## config.mk

```make
export PLATFORM = sky130hd
export DESIGN_NAME = tcw_ctrl
export DESIGN_NICKNAME = d
export VERILOG_FILES = /design/src/tcw_pkg.sv /design/src/tcw_ctrl.sv
export SDC_FILE = /design/constraint.sdc
export NUM_CORES = 1
export LEC_CHECK = 0
export BUFFER_PORTS_ARGS = -buffer_cell sky130_fd_sc_hd__buf_2
export CORE_AREA = 3 3 40 42
export DETAILED_ROUTE_END_ITERATION = 8
export DIE_AREA = 0 0 43 45
export GPL_ROUTABILITY_DRIVEN = 0
export PLACE_DENSITY_LB_ADDON = 0.05
export SKIP_CTS_REPAIR_TIMING = 1
export SYNTH_ARGS = -nofsm -noshare
export SYNTH_HDL_FRONTEND = slang
export SYNTH_SLANG_ARGS = --single-unit
```

## constraint.sdc

```tcl
create_clock -name clk -period 3.3 [get_ports clk]
set_clock_uncertainty 0.15 [all_clocks]
set_input_delay 0.165 -clock clk [delete_from_list [all_inputs] [get_ports clk]]
set_output_delay 0.165 -clock clk [all_outputs]
set_load 0.05 [all_outputs]
```

## src/tcw_pkg.sv

```systemverilog
// Shared types and constants for the text console cell writer.
package tcw_pkg;

  // Fixed port widths
  localparam int ROW_PORT_W = 5;
  localparam int COL_PORT_W = 7;
  localparam int CHAR_W     = 8;
  localparam int ATTR_W     = 8;
  localparam int CELL_W     = CHAR_W + ATTR_W;

  // Attribute after reset
  localparam logic [ATTR_W-1:0] ATTR_RESET = 8'd15;

  // Character codes
  localparam logic [CHAR_W-1:0] CH_NEWLINE  = 8'h0A;
  localparam logic [CHAR_W-1:0] CH_RETURN   = 8'h0D;
  localparam logic [CHAR_W-1:0] CH_PRINT_LO = 8'h20;
  localparam logic [CHAR_W-1:0] CH_PRINT_HI = 8'h7E;

  // Command codes
  localparam logic CMD_PUT  = 1'b0;
  localparam logic CMD_READ = 1'b1;

  // Commands from controller to datapath
  typedef struct packed {
    logic load;    // capture the input beat
    logic exec;    // run the put or issue the cell read
    logic sweep;   // write zero at the clear pointer and advance it
    logic rd_out;  // capture read data into the result
  } tcw_ctrl_t;

  // Status from datapath to controller
  typedef struct packed {
    logic is_read;     // captured beat is a read
    logic scroll;      // this put pushes the cursor past the bottom row
    logic sweep_last;  // clear pointer sits on the last cell of the sweep
  } tcw_stat_t;

endpackage

```

## src/tcw_ctrl.sv

```systemverilog
// Sequencing state machine for the text console cell writer.
module tcw_ctrl import tcw_pkg::*; (
  input  logic      clk,
  input  logic      rst,
  input  logic      start,
  input  tcw_stat_t stat,
  output tcw_ctrl_t ctrl,
  output logic      busy,
  output logic      done
);

  typedef enum logic [2:0] {
    ST_CLEAR,
    ST_IDLE,
    ST_EXEC,
    ST_READ,
    ST_SCROLL
  } state_t;

  state_t state;
  state_t state_next;
  logic   done_next;

  // Decode next state and datapath commands
  always_comb begin
    state_next = state;
    done_next  = 1'b0;
    ctrl       = '0;
    unique case (state)
      ST_CLEAR: begin
        ctrl.sweep = 1'b1;
        if (stat.sweep_last) begin
          state_next = ST_IDLE;
        end
      end
      ST_IDLE: begin
        if (start) begin
          ctrl.load  = 1'b1;
          state_next = ST_EXEC;
        end
      end
      ST_EXEC: begin
        ctrl.exec = 1'b1;
        if (stat.is_read) begin
          state_next = ST_READ;
        end else if (stat.scroll) begin
          state_next = ST_SCROLL;
        end else begin
          done_next  = 1'b1;
          state_next = ST_IDLE;
        end
      end
      ST_READ: begin
        ctrl.rd_out = 1'b1;
        done_next   = 1'b1;
        state_next  = ST_IDLE;
      end
      ST_SCROLL: begin
        ctrl.sweep = 1'b1;
        if (stat.sweep_last) begin
          done_next  = 1'b1;
          state_next = ST_IDLE;
        end
      end
      default: begin
        state_next = ST_IDLE;
      end
    endcase
  end

  // Hold state and the result strobe
  always_ff @(posedge clk) begin
    if (rst) begin
      state <= ST_CLEAR;
      done  <= 1'b0;
    end else begin
      state <= state_next;
      done  <= done_next;
    end
  end

  assign busy = (state != ST_IDLE);

endmodule

```

# Word-level counts from Yosys, hierarchy flattened
# Index checks and enable logic that the tools add are counted.
classes:
  reduce_logical: 3
  n_mux: 14
  n_eq_ne: 7
op_table:
  columns: ["cell", "n"]
  rows:
  - ["$mux 3", 4]
  - ["$pmux 3 s3", 1]
  - ["$mux 1", 8]
  - ["$eq 3x2->1 const B", 2]
  - ["$eq 3x1->1 const B", 1]
  - ["$eq 3x3->1 const B", 1]
  - ["$logic_not 3->1", 1]
  - ["$ne 3x1->1 const B", 1]
  - ["$pmux 1 s3", 1]
  - ["$ne 2x1->1 const B", 1]
  - ["$ne 2x2->1 const B", 1]
  - ["$reduce_and 2->1", 1]
  - ["$reduce_or 2->1", 1]
word_totals:
  reg_bits: 4
  word_cells: 26

# Longest topological paths before layout
depth:
  depth_word: 4
  depth_mapped: 3

# Worst setup path before layout
# Ideal clock, no wire load.
synth_path:
  kind: "register -> output"
  startpoint: "reg state[2]"
  endpoint: "out ctrl[3] (netlist name)"
  path_buffers: 0
  required_ns: 2.985
  path_slack_ns: 1.071
  arrival_ns: 1.914
  stages_incl_launch_ff: 2
  path_cell_list: "dfxtp_1 -> nor4bb_1"
synth_lines:
  columns: ["item", "line", "text"]
  rows:
  - ["from (decl)", "tcw_ctrl.sv:20", "state_t state;"]
  - ["from (signal assigned)", "tcw_ctrl.sv:77", "state <= state_next;"]
  - ["to (decl)", "tcw_ctrl.sv:7", "output tcw_ctrl_t ctrl,"]

==> flow_summary.toml <==
[timing]
finalHoldViolCount = 0
fin_crit_sh = 0.485
tightest_slew_ps = 318
max_freq_mhz = 625
slew_headroom = 0.787
tns_ps = 0
rsz0062_at_grt = "false"
hold_slack_ps = 9.50
finalSetupViolations = 0
finalCriticalPeriod_ps = 1600
maxSlewViolCount = 0

[grt]
grt_pass1_wl_mm = 1.06
grt_usage = 0.0758
grt_max_degree = 10
antenna_found_initial = 0
first_global_vias = 243
overflow = 0

[place]
dp_hpwl_um = 460
numPortBuffers = 11

[power]
swShare = 0.313
seqPwrFrac = 0.360
clock_power_share = 0.401
p_switching_mw = 0.0469
combPwrFrac = 0.239
cellLeakagePower_nw = 0.150
p_int_mw = 0.103
powerDensity_nw_per_um2 = 456
ir_drop_mv = 0.173

[critical_path]
critPathKind = "flip-flop to output pin"
cp.arrival_ps = 1280
worstPathMaxFanout = 9
cp-end-kind = "output pin"
critPathLaunchType = "flip-flop"
required_ps = 2980

[floorplanning]
rows = 13
ios = 12
initial_core_util = 0.181
die_area_sq_um = 1940
fp.coreArea_sq_um = 1280
die_w_um = 43
die_y_um = 45

[route]
route.detailed.drc = 0
met2_length_um = 259
drt_first_pass_iters = 2
dr_wl_met3_um = 64
avgViaCountPerCell = 4.41
top_layer_used = "met3"
ant_nets = 0
met1Wirelength_um = 277
avgRoutedWirePerCell_um = 11.1
routed_wl_um = 602
vias = 238
first_iter_violations = 2

[synth]
syn-cell-area_sq_um = 233
synth_top_area_cell = "dfxtp_1"
synth_top_area_share = 0.344
syn_avg_cell_area_sq_um = 9.31
netlist-cell-type-count = 16
synth-seq-cells = 4
syn-num-nets = 31
synthTopCellsByArea = "dfxtp_1 (34%), nor2b_1 (8.1%), and3b_1 (7.5%), nor2_1 (6.5%), nor4_2 (5.4%)"
ys_seq_area_frac = 0.344
synthCells = 25
yosys_warnings = 0

[clock_tree]
cts_max_level = 1
cts_tree = "built"
cts_sinks = 4
root_buffer = "clkbuf_4"
cts_buffer_depth = 2
clk_latency_ps = 240
clkTransAtPathRegs_ps = 40
cts-buffers-inserted = 3

[hold_path]
hp-class = "primary input to flip-flop"

[finish]
layout_commonest_cell = "buf_2"
diodes = 0
area_delta_synth_final_pct = 41.4
layout-drive-gt1-share = 0.462
final_nets = 47
final_cell_mix = "buf_2 (11), nor2_1 (4), dfxtp_1 (4)"

[flow_run]
maxCapViolations = 0

[status]
status = "completed"
## worst max-delay path, cell delays in order (launching register included)
cell	delay, ps
dfxtp_1	450
and2b_4	210
nor2b_1	120
buf_2	270
## synth_stat cells
cell type / count
dfxtp_1: 4
nor2_1: 4
nor2b_1: 3
and3b_1: 2
a21oi_1: 1
a21oi_2: 1
a22oi_1: 1
a32oi_1: 1
and2b_4: 1
nor3_1: 1
nor3_2: 1
nor4_2: 1
nor4bb_1: 1
o21a_1: 1
o21bai_1: 1
or3b_1: 1
## final cells by class
class | instances | area [sq um]
Clock buffer | 3 | 22.5
Fill cell | 147 | 956
Multi-Input combinational cell | 21 | 153
Sequential cell | 4 | 80.1
Tap cell | 15 | 18.8
Timing Repair Buffer | 11 | 55.1
## logic make-up (layout without fill, tap and decap cells)
family          Yosys count  count (layout)  share of synthesized area
buf+inv                   0              14                          0
flops                     4               4                      0.344
compound gates            6               6                      0.194
simple gates             15              15                      0.462
## power by group through the flow
stage | clock network, mW | registers, mW | logic, mW
5_1_grt | 0.0658 | 0.0547 | 0.0385
6_report | 0.0601 | 0.0541 | 0.0358
2_1_floorplan | 0 | 0.0544 | 0.0260
4_1_cts | 0.0636 | 0.0541 | 0.0361
3_5_place_dp | 0 | 0.0548 | 0.0360
3_3_place_gp | 0 | 0.0547 | 0.0362
## path summary, 6_finish.rpt
| kind | from | to | slack, ps | depth (start not counted) |
|---|---|---|---|---|
| setup reg to reg | state[0]$_SDFFE_PP0P_ | state[1]$_SDFFE_PP0P_ | 2120 | 3 |
| hold / removal | rst | state[2]$_SDFFE_PP0P_ | 9 | 2 |
| setup / recovery | state[1]$_SDFFE_PP0P_ | ctrl[2] | 1700 | 3 |
| hold reg to reg | state[0]$_SDFFE_PP0P_ | state[2]$_SDFFE_PP0P_ | 420 | 1 |
## registers in the layout, indices dropped and copies added, names as in the netlist
signal  flops
state       3
done        1
## stage by stage
step	total power [mW]	cells	setup slack [ps]	utilization	cell area [sq um]
after floorplan	0.0804	25	1070	-	233
after detailed placement	0.0909	51	1950	0.239	307
after CTS	0.154	54	1690	0.256	329
after global placement	0.0908	51	1960	0.239	307
final	0.150	54	1700	0.256	329
after global routing	0.159	54	1580	0.256	329
## layer usage
layer | GRT usage | vias to the layer above
met5 | 0 | -
met4 | 0.0181 | 0
met3 | 0.0558 | 0
met2 | 0.105 | 10
met1 | 0.0942 | 107
li1 | - | 121
(Power assumes the default switching activity.)
